<file path="config.mk">
export PLATFORM = sky130hd
export DESIGN_NAME = sync_header_frame_parser
export DESIGN_NICKNAME = d
export VERILOG_FILES = /design/src/hw/rtl/shfp_pkg.sv /design/src/hw/rtl/shfp_core.sv /design/src/hw/rtl/sync_header_frame_parser.sv
export SDC_FILE = /design/constraint.sdc
export NUM_CORES = 1
export LEC_CHECK = 0
export ABC_AREA = 1
export BUFFER_PORTS_ARGS = -buffer_cell sky130_fd_sc_hd__buf_2
export CELL_PAD_IN_SITES_DETAIL_PLACEMENT = 2
export CELL_PAD_IN_SITES_GLOBAL_PLACEMENT = 2
export CORE_MARGIN = 2
export CORE_UTILIZATION = 38
export DETAILED_ROUTE_END_ITERATION = 6
export PLACE_DENSITY_LB_ADDON = 0.1
export SETUP_SLACK_MARGIN = 0.5
export SLEW_MARGIN = 40
export SYNTH_ARGS = -nofsm -noshare
export SYNTH_HDL_FRONTEND = slang
export SYNTH_SLANG_ARGS = --single-unit
</file>
<file path="constraint.sdc">
create_clock -name clk_i -period 3.66 [get_ports clk_i]
set_clock_uncertainty 0.05 [all_clocks]
set_input_delay 0.549 -clock clk_i [delete_from_list [all_inputs] [get_ports clk_i]]
set_output_delay 0.549 -clock clk_i [all_outputs]
set_load 0.01 [all_outputs]
</file>
<file path="src/hw/rtl/shfp_pkg.sv">
// Shared types and constants for the sync-header frame parser.
// Used by shfp_core and sync_header_frame_parser; depends on nothing else.
`timescale 1ns / 1ps

package shfp_pkg;

  localparam logic [7:0] SYNC_BYTE        = 8'hAA;
  localparam logic [7:0] KIND_CTRL_BYTE   = 8'hAA;
  localparam logic [7:0] KIND_SENSOR_BYTE = 8'hCC;

  localparam int unsigned PAYLOAD_LEN = 12;
  localparam int unsigned NUM_WORDS   = PAYLOAD_LEN / 2;
  localparam int unsigned IDX_W       = $clog2(PAYLOAD_LEN);
  localparam int unsigned CNT_W       = 32;

  localparam logic [IDX_W-1:0] PAYLOAD_LEN_IDX = IDX_W'(PAYLOAD_LEN);

  typedef struct packed {
    logic                        frame_kind;
    logic [NUM_WORDS-1:0][15:0]  words;
    logic [CNT_W-1:0]            control_frames;
    logic [CNT_W-1:0]            sensor_frames;
    logic [CNT_W-1:0]            bytes_seen;
  } result_t;

endpackage

</file>
<file path="src/hw/rtl/shfp_core.sv">
// Parse state machine, payload store, checksum and counters of the frame parser.
// Depends on shfp_pkg.
`timescale 1ns / 1ps

module shfp_core (
  input  logic                clk_i,
  input  logic                rst_ni,
  input  logic                step_i,
  input  logic [7:0]          byte_i,
  output logic                produce_o,
  output shfp_pkg::result_t   result_o
);

  localparam logic [1:0] PH_HUNT    = 2'd0;
  localparam logic [1:0] PH_KIND    = 2'd1;
  localparam logic [1:0] PH_PAYLOAD = 2'd2;
  localparam logic [1:0] PH_CHECK   = 2'd3;

  logic [1:0]                   phase_q, phase_d;
  logic                         kind_q, kind_d;
  logic [shfp_pkg::IDX_W-1:0]   idx_q, idx_d;
  logic [7:0]                   xor_q, xor_d;
  logic [shfp_pkg::CNT_W-1:0]   ctrl_cnt_q, ctrl_cnt_d;
  logic [shfp_pkg::CNT_W-1:0]   sens_cnt_q, sens_cnt_d;
  logic [shfp_pkg::CNT_W-1:0]   byte_cnt_q, byte_cnt_d;
  logic [7:0]                   payload_q [shfp_pkg::PAYLOAD_LEN];

  logic                         good;
  logic                         payload_wr;
  logic [shfp_pkg::IDX_W-1:0]   idx_inc;
  logic [shfp_pkg::CNT_W-1:0]   ctrl_inc, sens_inc;

  assign good       = (phase_q == PH_CHECK) && (byte_i == xor_q);
  assign produce_o  = good;
  assign payload_wr = step_i && (phase_q == PH_PAYLOAD) && (idx_q < shfp_pkg::PAYLOAD_LEN_IDX);
  assign idx_inc    = idx_q + shfp_pkg::IDX_W'(1);
  assign ctrl_inc   = ctrl_cnt_q + shfp_pkg::CNT_W'(1);
  assign sens_inc   = sens_cnt_q + shfp_pkg::CNT_W'(1);
  assign byte_cnt_d = byte_cnt_q + shfp_pkg::CNT_W'(1);

  always_comb begin
    phase_d    = phase_q;
    kind_d     = kind_q;
    idx_d      = idx_q;
    xor_d      = xor_q;
    ctrl_cnt_d = ctrl_cnt_q;
    sens_cnt_d = sens_cnt_q;
    case (phase_q)
      PH_HUNT: begin
        if (byte_i == shfp_pkg::SYNC_BYTE) phase_d = PH_KIND;
      end
      PH_KIND: begin
        if (byte_i inside {shfp_pkg::KIND_CTRL_BYTE, shfp_pkg::KIND_SENSOR_BYTE}) begin
          kind_d  = (byte_i == shfp_pkg::KIND_SENSOR_BYTE);
          idx_d   = '0;
          xor_d   = '0;
          phase_d = PH_PAYLOAD;
        end else begin
          phase_d = PH_HUNT;
        end
      end
      PH_PAYLOAD: begin
        if (idx_q < shfp_pkg::PAYLOAD_LEN_IDX) begin
          xor_d = xor_q ^ byte_i;
          idx_d = idx_inc;
          if (idx_inc >= shfp_pkg::PAYLOAD_LEN_IDX) phase_d = PH_CHECK;
        end else begin
          phase_d = PH_CHECK;
        end
      end
      default: begin
        if (good) begin
          if (kind_q) sens_cnt_d = sens_inc;
          else        ctrl_cnt_d = ctrl_inc;
        end
        phase_d = PH_HUNT;
      end
    endcase
  end

  always_ff @(posedge clk_i or negedge rst_ni) begin
    if (!rst_ni) begin
      phase_q    <= PH_HUNT;
      kind_q     <= 1'b0;
      idx_q      <= '0;
      xor_q      <= '0;
      ctrl_cnt_q <= '0;
      sens_cnt_q <= '0;
      byte_cnt_q <= '0;
    end else if (step_i) begin
      phase_q    <= phase_d;
      kind_q     <= kind_d;
      idx_q      <= idx_d;
      xor_q      <= xor_d;
      ctrl_cnt_q <= ctrl_cnt_d;
      sens_cnt_q <= sens_cnt_d;
      byte_cnt_q <= byte_cnt_d;
    end
  end

  always_ff @(posedge clk_i) begin
    if (payload_wr) payload_q[idx_q] <= byte_i;
  end

  always_comb begin
    result_o.frame_kind     = kind_q;
    result_o.control_frames = kind_q ? ctrl_cnt_q : ctrl_inc;
    result_o.sensor_frames  = kind_q ? sens_inc : sens_cnt_q;
    result_o.bytes_seen     = byte_cnt_d;
    for (int k = 0; k < shfp_pkg::NUM_WORDS; k++) begin
      result_o.words[k] = {payload_q[2*k], payload_q[2*k+1]};
    end
  end

endmodule

</file>
<file path="src/hw/rtl/sync_header_frame_parser.sv">
// Top level of the sync-header frame parser: input register, output register, handshakes.
// Depends on shfp_pkg and shfp_core.
`timescale 1ns / 1ps

// The block takes one received byte per item on the input channel (in_valid_i, in_ready_o,
// rx_byte_i). It hunts for the sync byte 0xAA, takes the next byte as the frame kind (0xAA
// for a control frame, 0xCC for a sensor frame), gathers twelve payload bytes with their
// running XOR and compares the checksum byte against it.
// A good frame produces one item on the output channel (out_valid_o, out_ready_i): the kind,
// six big-endian 16-bit words and the wrapping frame and byte counts. A bad checksum or a
// byte that is not part of a good frame's end produces nothing.
// An accepted byte is held in the input register and processed from there; a result is
// then loaded into the output register and offered, but waits while the output register
// still holds an earlier item that the receiver has not taken.
// Throughput is one byte per cycle unless a result waits on the output register: the whole
// parse step is a single compare, XOR and 32-bit increment between the input and output registers.
// When the receiver stalls, the output register holds its item. Bytes that produce no
// result still flow through; the input register only waits when its byte would produce a
// result while the output register is still full, and the stall then reaches in_ready_o.
// Reset clears the parse phase, the checksum, all counters and both valid flags; the
// payload bytes are not reset since they are always written before they are read.

module sync_header_frame_parser (
  input  logic        clk_i,
  input  logic        rst_ni,
  input  logic        in_valid_i,
  output logic        in_ready_o,
  input  logic [7:0]  rx_byte_i,
  output logic        out_valid_o,
  input  logic        out_ready_i,
  output logic        frame_kind_o,
  output logic [15:0] word_0_o,
  output logic [15:0] word_1_o,
  output logic [15:0] word_2_o,
  output logic [15:0] word_3_o,
  output logic [15:0] word_4_o,
  output logic [15:0] word_5_o,
  output logic [31:0] control_frames_o,
  output logic [31:0] sensor_frames_o,
  output logic [31:0] bytes_seen_o
);

  // Input register.
  logic              in_vld_q;
  logic [7:0]        in_byte_q;

  // Output register.
  logic              out_vld_q;
  shfp_pkg::result_t out_q;

  logic              produce;
  logic              out_free;
  logic              advance;
  shfp_pkg::result_t result;

  // The byte in the input register moves on unless it needs the output register and that
  // register still holds an item the receiver has not taken.
  assign out_free   = !out_vld_q || out_ready_i;
  assign advance    = in_vld_q && (!produce || out_free);
  assign in_ready_o = !in_vld_q || advance;

  shfp_core u_core (
    .clk_i     (clk_i),
    .rst_ni    (rst_ni),
    .step_i    (advance),
    .byte_i    (in_byte_q),
    .produce_o (produce),
    .result_o  (result)
  );

  always_ff @(posedge clk_i or negedge rst_ni) begin
    if (!rst_ni) begin
      in_vld_q  <= 1'b0;
      out_vld_q <= 1'b0;
    end else begin
      if (in_ready_o) in_vld_q <= in_valid_i;
      if (advance && produce) out_vld_q <= 1'b1;
      else if (out_ready_i)   out_vld_q <= 1'b0;
    end
  end

  always_ff @(posedge clk_i) begin
    if (in_valid_i && in_ready_o) in_byte_q <= rx_byte_i;
    if (advance && produce)       out_q     <= result;
  end

  assign out_valid_o      = out_vld_q;
  assign frame_kind_o     = out_q.frame_kind;
  assign word_0_o         = out_q.words[0];
  assign word_1_o         = out_q.words[1];
  assign word_2_o         = out_q.words[2];
  assign word_3_o         = out_q.words[3];
  assign word_4_o         = out_q.words[4];
  assign word_5_o         = out_q.words[5];
  assign control_frames_o = out_q.control_frames;
  assign sensor_frames_o  = out_q.sensor_frames;
  assign bytes_seen_o     = out_q.bytes_seen;

endmodule

</file>
**Yosys cells after proc, flatten, opt, wreduce, memory -nomap -nowiden**

Memory sizes are Yosys's and may differ from the RTL's. A register that Yosys moved wholly into a read port is not among the register bits.
Index checks and enable logic that the tools add are counted.

- Register bits: 218
- Bits in writable memories: 96
- Bits of input ports: 12
- Output and inout bits: 195
- Logic and storage cells: 71
- Memories kept: 1

- $add $sub $neg: 4
- $lt $le $gt $ge: 2
- Eq/ne operators: 10
- Multiplexer cells: 17
- Bitwise logic cells: 2
- Reduce and logical (&&, ||, !) cells: 21

Memory list:

| memory | depth | bits a word | read ports | clocked after memory_dff | wr ports | RTL line | source |
|---|---|---|---|---|---|---|---|
| u_core.payload_q | 12 | 8 | 12 | 12 | 1 | shfp_core.sv:26 | `logic [7:0] payload_q [shfp_pkg::PAYLOAD_LEN];` |

Operator list:

| operator | number |
|---|---|
| adder 32 x 1 -> 32 bit (second input constant) | 3 |
| 2-to-1 mux 32 bit | 2 |
| equality test 8 bit (second input constant) | 2 |
| 2-to-1 mux 8 bit | 2 |
| case mux 8 bit (2 select lines) | 1 |
| AND reduction 3 bit | 3 |
| equality test 8 bit | 1 |
| 2-to-1 mux 2 bit | 4 |
| 2-to-1 mux 4 bit | 2 |
| case mux 4 bit (2 select lines) | 1 |
| bitwise XOR 8 bit | 1 |
| logical AND 1 bit | 6 |
| case mux 2 bit (3 select lines) | 1 |
| nonzero test 2 bit | 3 |
| adder 4 x 1 -> 4 bit (second input constant) | 1 |
| equality test 2 bit (second input constant) | 2 |
| greater-or-equal comparator 4 bit (second input constant) | 1 |
| < comparator 4 bit (second input constant) | 1 |
| 2-to-1 mux 1 bit | 4 |
| inequality test 2 x 1 -> 1 bit (second input constant) | 2 |
| AND reduction 4 bit | 1 |
| zero test 1 bit | 3 |
| logical OR 1 bit | 3 |
| inequality test 3 bit (second input constant) | 1 |
| other kinds (5) | 5 |

**Logic depth before layout (Yosys ltp)**

Gate-level depths: netlist of the first run.

- Depth in word-level cells: 9
- Gate-level depth with buffers: 12
- Gate-level depth less buffers: 12

**Cells and area by module**

A second synthesis of the first run with hierarchy kept.

- Cell total of the unflattened synthesis: 1454
- Area, all modules: 16533.4 µm²

Modules (own cells, without submodules):

| module | times used | cells an instance | area each (µm²) | seq. area each (µm²) |
|---|---|---|---|---|
| shfp_core | 1 | 1238 | 10387.5 | 5660.4 |
| sync_header_frame_parser | 1 | 216 | 6145.9 | 6085.8 |

**Worst setup path after synthesis of the first run**

No wires, ideal clock.

- Kind: reg-to-reg
- From: reg in_byte_q[0]
- To: reg out_q (netlist bit bytes_seen_o[0]) (enable)
- Setup time: 0.420 ns
- Arrival time: 2.667 ns
- Required time: 3.190 ns
- Slack: 0.523 ns
- Cell stages (with the launch flop): 10
- Buffers on the path: 2
- Period minus slack after synthesis: 3.137 ns
- Path through: edfxtp_1 > inv_1 > nand2_1 > nand2_1 > nand2_1 > nor2_1 > nand3_1 > nor3_1 > buf_4 > buf_4

- Cells in the longest elaborated chain, start to end: 6

Ends and longest elaborated chain:

| what | RTL line | source |
|---|---|---|
| start, declared | sync_header_frame_parser.sv:45 | `logic [7:0] in_byte_q;` |
| start signal, assigned | sync_header_frame_parser.sv:83 | `if (in_valid_i && in_ready_o) in_byte_q <= rx_byte_i;` |
| equality test 8 bit * | shfp_core.sv:33 | `assign good = (phase_q == PH_CHECK) && (byte_i == xor_q);` |
| logical AND 1 bit * | shfp_core.sv:33 |  |
| zero test 1 bit | sync_header_frame_parser.sv:59 | `assign advance = in_vld_q && (!produce \|\| out_free);` |
| logical OR 1 bit | sync_header_frame_parser.sv:59 |  |
| logical AND 1 bit | sync_header_frame_parser.sv:59 |  |
| logical AND 1 bit * | sync_header_frame_parser.sv:84 | `if (advance && produce) out_q <= result;` |
| end signal, assigned | sync_header_frame_parser.sv:84 |  |
| end, declared | sync_header_frame_parser.sv:49 | `shfp_pkg::result_t out_q;` |

Mark *: on every way between the ends. The rest lies on a longest branch, timed or not.
A chain may end at the register's enable or synchronous reset.

**Final worst setup path of the first run**

- From: reg in_byte_q[4]
- To: out in_ready_o

- Cells in the longest elaborated chain, start to end: 6

Ends and longest elaborated chain:

| what | RTL line | source |
|---|---|---|
| equality test 8 bit | shfp_core.sv:33 |  |
| logical AND 1 bit | shfp_core.sv:33 |  |
| zero test 1 bit | sync_header_frame_parser.sv:59 |  |
| logical OR 1 bit | sync_header_frame_parser.sv:59 |  |
| logical AND 1 bit | sync_header_frame_parser.sv:59 |  |
| logical OR 1 bit | sync_header_frame_parser.sv:60 | `assign in_ready_o = !in_vld_q \|\| advance;` |
| end, declared | sync_header_frame_parser.sv:27 | `output logic in_ready_o,` |

No other way between the ends.

==> results of run 1 <==
-- cell type report --
| type | count | area [um^2] | share of cell area, % |
|---|---|---|---|
| timing repair buffer | 231 | 1270 | 6.43 |
| sequential | 410 | 11700 | 59.3 |
| clock buffer | 59 | 1230 | 6.21 |
| clock inverter | 25 | 274 | 1.38 |
| multi-input combinational | 878 | 4140 | 20.9 |
| tap | 585 | 732 | 3.69 |
| inverter | 113 | 425 | 2.15 |
-- timing repair --
action,in CTS,in global routing
resized for setup,3,3
setup buffers,0,8
endpoints found under the hold margin,42,0
hold buffers,1,0
setup endpoints to repair,21,72
-- synth_stat cells, types with 2 or more instances --
cell type and instances:
xor2_1 46, nor2_4 6, nor2_2 4, ha_1 7
o21ai_0 7, buf_4 7, buf_2 11, edfxtp_1 297
clkbuf_1 6, nand2_2 2, dfrtp_1 113, nand4_1 28
nand3_2 2, nand2_1 525, o21ai_2 14, inv_1 110
xnor2_1 23, buf_6 6, inv_2 2, a21oi_1 2
nand3b_1 9, nand3_1 45, nor2_1 117, o21ai_1 7
nor3_1 26
-- routing by layer --
metal | vias to the layer above | wire length [um] | track usage, %
met5 | - | 13 | 0
met4 | 2 | 1320 | 7.09
met3 | 77 | 2180 | 3.96
met2 | 220 | 25000 | 39.6
met1 | 5701 | 20900 | 28.3
li1 | 5206 | - | -
-- power groups by stage --
stage | clock network, W | logic (W) | registers, W
after floorplan | 0 | 0.000286 | 0.00524
after global placement | 0 | 0.000420 | 0.00527
after detailed placement | 0 | 0.000441 | 0.00528
after CTS | 0.00478 | 0.000453 | 0.00519
after global routing | 0.00494 | 0.000523 | 0.00520
final | 0.00467 | 0.000453 | 0.00518
-- flip-flops by register name, summed over array words and instances (netlist names), 32 cells and up --
| signal | cells |
|---|---|
| bytes_seen_o | 32 |
| u_core.payload_q | 96 |
| u_core.byte_cnt_q | 32 |
| u_core.ctrl_cnt_q | 32 |
| u_core.sens_cnt_q | 32 |
| sensor_frames_o | 32 |
| control_frames_o | 32 |
-- through the flow --
step                hold slack (ns)  std cells  cell area [um^2]  utilization, %  power, W
floorplan                     0.203       1431             16500               -   0.00552
finish                        0.122       2301             19800            46.1    0.0103
CTS                          0.0983       2293             19700            45.9    0.0104
global route                  0.107       2301             19800            46.1    0.0107
global placement              0.351       2208             18200            42.4   0.00569
detailed placement            0.360       2208             18200            42.4   0.00573
-- worst max-delay path by stage --
stage,to,cells after the start,start
floorplan,bytes_seen_o[0],9,in_byte_q[0]
global placement,u_core.payload_q[3][6],10,in_byte_q[7]
detailed placement,u_core.payload_q[0][7],10,in_byte_q[7]
CTS,u_core.payload_q[1][4],10,in_byte_q[7]
global route,u_core.payload_q[11][3],8,in_byte_q[4]
finish,in_ready_o,5,in_byte_q[4]
-- cell families after synthesis --
kind of cell / after synthesis / synth area share (%)
compound gates: 31 / 1.28
xor+xnor: 70 / 3.77
fa+ha+maj: 7 / 0.531
buf+inv: 143 / 3.78
flops: 410 / 71.3
simple gates: 770 / 19.4
-- worst max-delay path, stage by stage (launching register included) --
cell	delay (ns)
edfxtp_1	0.83
xnor2_2	0.22
nand2_1	0.11
nor2_2	0.16
nand4_1	0.28
buf_2	0.25
==> qor.yml, run 1 <==
ctsRootBufferMaster: "clkbuf_16"
ios: 207
finalHoldViolations: 0
synth_edf_count: 297
gp_congestion: 0.784
maxClockFrequency_ghz: 0.330
dr.pass1.iters: 4
switching_power_w: 0.00236
antennaDiodeCount: 0
grt_pass1_wl_um: 75800
tns_ns: 0
drive_above_1_share_pct: 19.8
antenna_found_initial: 1
intPower_w: 0.00795
dp_slack_ns: 0.367
slew_viol_final: 0
peakVddDrop_v: 0.000281
timing.final.ws_setup_ns: 0.629
worst_slew_pin_slew_ns: 0.776
rows: 76
yosys_most_used_dff: "edfxtp_1"
hpwlAfterDp_um: 35300
grt-ovfl-total: 0
cap_violations: 0
drt-total-wl_um: 49400
end_kind: "output port"
worstPathRequired_ns: 3.06
nNetsFinal: 1698
worst_skew_pair.late_latency_ns: 0.58
synth.yosys.seq_area_share_pct: 71.3
min_from: "rx_byte_i[5]"
portBuffers: 206
mostFrequentLayoutCells: "525 x nand2_1, 297 x edfxtp_1, 205 x buf_2"
drt_iter0_drc: 561
final_common_cell: "nand2_1"
vias: 11200
synth.distinct_cells: 34
final_antenna_net_count: 0
slew_headroom_pct: 48.3
clock_path_buffers: 3
dieArea_mm2: 0.0451
drc: 0
reg2reg_slack_ns: 0.68
synthArstFlopShare_pct: 27.6
yosys_warnings: 0
clkTransAtPathRegs_ns: 0.06
cp-start-kind: "register"
powerDensity_mw_per_mm2: 520
ys_ff_latch: 410
core_mm2: 0.0430
swShare_pct: 22.9
critPathMaxFanout: 14
grt_max_degree: 100
wl_per_cell_um: 21.5
h-tree-depth: 2
hold_depth: 1
start_util_pct: 38.3
die_w_um: 212
yosysTopAreaCell: "edfxtp_1"
die_h_um: 212
syn_to_final_growth_pct: 20.3
finalSetupViolCount: 0
hp-class: "input pin to register"
worst-setup-path-type: "register to output port"
rsz0062_at_grt: "false"
p_clk_share_pct: 45.3
leakagePower_nw: 8.21
cts.sinks: 410
track_usage_pct: 22.5
syn_area_per_cell_um2: 11.5
synth_top_area_share_pct: 54.1
cts_buffers: 45
routed_via_density: 4.87
min_to: "in_byte_q[5]"
cts_tree: "yes"
reg2reg_depth: 8
syn_area_mm2: 0.0165
combPwrFrac_pct: 4.4
synth_area_leaders: "edfxtp_1 54%, dfrtp_1 17%, nand2_1 12%, nor2_1 2.7%, inv_1 2.5%"
fin_crit_sh_pct: 82.8
fill_cells: 4518
status: "complete, no violations"
arrival_ns: 2.43
seq_power_share_pct: 50.3
synth_nets: 1450
reg2reg_to: "u_core.payload_q[5][6]"
grt_pass1_vias: 12400
syn_inst: 1431
r2r_start: "in_byte_q[4]"
finalCriticalPeriod_ns: 3.03
(Power assumes the default switching activity.)
==> inputs of run 2 (changes only) <==
--- a/config.mk
+++ b/config.mk
@@ -5,12 +5,12 @@
 export SDC_FILE = /design/constraint.sdc
 export NUM_CORES = 1
 export LEC_CHECK = 0
-export ABC_AREA = 1
+export ABC_AREA = 0
 export BUFFER_PORTS_ARGS = -buffer_cell sky130_fd_sc_hd__buf_2
 export CELL_PAD_IN_SITES_DETAIL_PLACEMENT = 2
 export CELL_PAD_IN_SITES_GLOBAL_PLACEMENT = 2
 export CORE_MARGIN = 2
-export CORE_UTILIZATION = 38
+export CORE_UTILIZATION = 37
 export DETAILED_ROUTE_END_ITERATION = 6
 export PLACE_DENSITY_LB_ADDON = 0.1
 export SETUP_SLACK_MARGIN = 0.5
==> constraint.sdc (replaced) <==
create_clock -name clk_i -period 2.55 [get_ports clk_i]
set_clock_uncertainty 0.05 [all_clocks]
set_input_delay 0.3825 -clock clk_i [delete_from_list [all_inputs] [get_ports clk_i]]
set_output_delay 0.3825 -clock clk_i [all_outputs]
set_load 0.01 [all_outputs]
==> qor.yml, run 2 <==
status: "complete, no violations"
worst_path_max_delay_cell: "dfrtp_1"
crit_buf_inv: 8
finalPower_w: 0.0144
fin_crit_sh_pct: 97.6
drc: 0
fill_cells: 3894
hpwlAfterDp_um: 29100
antennaDiodeCount: 0
synth_nets: 1047
worst_slew_pin_slew_ns: 0.493
yosys_most_used_dff: "edfxtp_1"
synth_top_area_share_pct: 55.6
drive_above_1_share_pct: 42.4
worstPathRequired_ns: 2.81
wl_per_cell_um: 24.9
worst-setup-path-type: "register to register"
leakagePower_nw: 9.11
cts_tree: "yes"
syn_area_per_cell_um2: 15.6
yosysTopAreaCell: "edfxtp_1"
portBuffers: 206
largest-register: "u_core.payload_q"
finalCriticalPeriod_ns: 2.49
stdcell_count: 2052
path_cells: "xnor2_2, nand4_4, buf_6, buf_6, nor4_4, buf_6, buf_12, buf_8, buf_6, buf_12, buf_16"
mostFrequentLayoutCells: "297 x edfxtp_1, 204 x buf_2, 96 x dfrtp_1"
h-tree-depth: 2
ios: 207
slew_headroom_pct: 67.0
worst_skew_pair.late_latency_ns: 0.59
rsz0062_at_grt: "true"
yosys_warnings: 0
finalHoldViolations: 0
arrival_ns: 2.74
core_mm2: 0.0429
reg2reg_to: "word_5_o[11]"
start_util_pct: 37.4
dieArea_mm2: 0.0450
crit_top_cell: "buf_6"
cts.sinks: 410
ys_ff_latch: 410
r2r_start: "u_core.xor_q[5]"
final_antenna_net_count: 0
ctsRootBufferMaster: "clkbuf_16"
final_common_cell: "edfxtp_1"
grt_pass1_wl_um: 72100
track_usage_pct: 21.9
syn_to_final_growth_pct: 41.2
routed_via_density: 4.91
maxClockFrequency_ghz: 0.402
slew_viol_final: 0
grt_max_degree: 57
die_w_um: 212
synth_edf_count: 297
end_kind: "register"
reg2reg_depth: 11
cp-start-kind: "register"
clkTransAtPathRegs_ns: 0.06
powerDensity_mw_per_mm2: 635
final_core_util_pct: 52.8
syn_inst: 1028
critPathMaxFanout: 6
nNetsFinal: 1449
die_h_um: 212
rows: 76
gp_congestion: 0.726
crit_family: "buffers and inverters"
synthArstFlopShare_pct: 27.6
whs_ns: 0.201
finalSetupViolCount: 0
dpl.cell_count: 1831
synth_most_common_cell: "edfxtp_1"
cts_buffers: 46
drt_iter0_drc: 481
grt-ovfl-total: 0
cpPeakStageDelay_ns: 0.47
synth_area_leaders: "edfxtp_1 56%, dfrtp_1 18%, xnor2_1 5.2%, xor2_1 4.9%, nand2_1 2.2%"
hp-class: "input pin to asynchronous set/reset pin"
cap_violations: 0
antenna_found_initial: 1
largest_register_ffs: 96
reg2reg_slack_ns: 0.06
vias: 10100
syn_area_mm2: 0.0160
dr.pass1.iters: 4
synth_commonest_cells: "297 x edfxtp_1, 113 x dfrtp_1, 96 x xnor2_1"
drt-total-wl_um: 51100
clock_path_buffers: 3
synth.yosys.seq_area_share_pct: 73.3
grt_pass1_vias: 11100
synth.distinct_cells: 57
peakVddDrop_v: 0.000481
[run 2: per-layer routing]
metal / up-vias / global-route usage (%) / wire, um
li1: 4512 / - / -
met1: 5247 / 27.2 / 21100
met2: 228 / 38.7 / 26900
met3: 83 / 3.83 / 1820
met4: 2 / 6.92 / 1310
met5: - / 0 / 13
[run 2: where the power goes]
part | internal (W) | switching, W
Sequential | 0.00722 | 0.000119
Combinational | 0.000267 | 0.000327
Clock | 0.00367 | 0.00276
[run 2: cell families after synthesis]
logic type               count (synthesis)  share of synthesized area, %
flip-flops                             410                          73.3
AND/OR/NAND/NOR                        348                          12.6
XOR/XNOR                               192                          10.8
buffers and inverters                   39                          1.22
AO/OA/AOI/OAI                           29                          1.29
adder cells (fa/ha/maj)                  7                         0.546
multiplexers                             3                         0.211
[run 2: repair_timing]
action,4_1_cts,5_1_grt
hold buffers,10,0
gates resized for setup,134,144
cloned,24,15
setup buffers,49,38
pin swaps,30,45
endpoints found under the hold margin,85,0
endpoints found under the setup margin,445,461
[run 2: how the worst max path moves through the flow]
stage | from | end | slack, ns | depth (start not counted)
after floorplan | in_byte_q[2] | u_core.ctrl_cnt_q[12] | -5.24 | 5
after global placement | in_byte_q[0] | u_core.ctrl_cnt_q[31] | 0.21 | 6
after detailed placement | in_byte_q[6] | u_core.payload_q[0][3] | 0.1 | 5
after CTS | in_byte_q[3] | in_ready_o | 0.10 | 5
after global routing | in_byte_q[1] | u_core.xor_q[7] | -0.04 | 7
final | u_core.xor_q[5] | word_5_o[11] | 0.06 | 11
[run 2: stage by stage]
stage	setup TNS, ns	setup WS [ns]	cell area [um^2]
2_1_floorplan	-994.61	-5.24	16100
3_3_place_gp	0	0.209	18100
3_5_place_dp	0	0.0996	18100
4_1_cts	0	0.100	21400
5_1_grt	-0.0441	-0.0351	22600
6_report	0	0.0614	22600
[run 2: worst reg2reg max path: stages, from the launching register on]
cell and delay (ns):
dfrtp_1 0.47, xnor2_2 0.29, nand4_4 0.15, buf_6 0.17
buf_6 0.11, nor4_4 0.25, buf_6 0.16, buf_12 0.10
buf_8 0.11, buf_6 0.12, buf_12 0.10, buf_16 0.10
[run 2: final cells by class]
class | count | area (um^2) | share of cell area, %
Clock buffer | 67 | 1270 | 5.61
Clock inverter | 18 | 160 | 0.708
Inverter | 12 | 45.0 | 0.199
Multi-Input combinational cell | 579 | 5030 | 22.3
Sequential cell | 410 | 11800 | 52.0
Tap cell | 585 | 732 | 3.23
Timing Repair Buffer | 381 | 3620 | 16.0
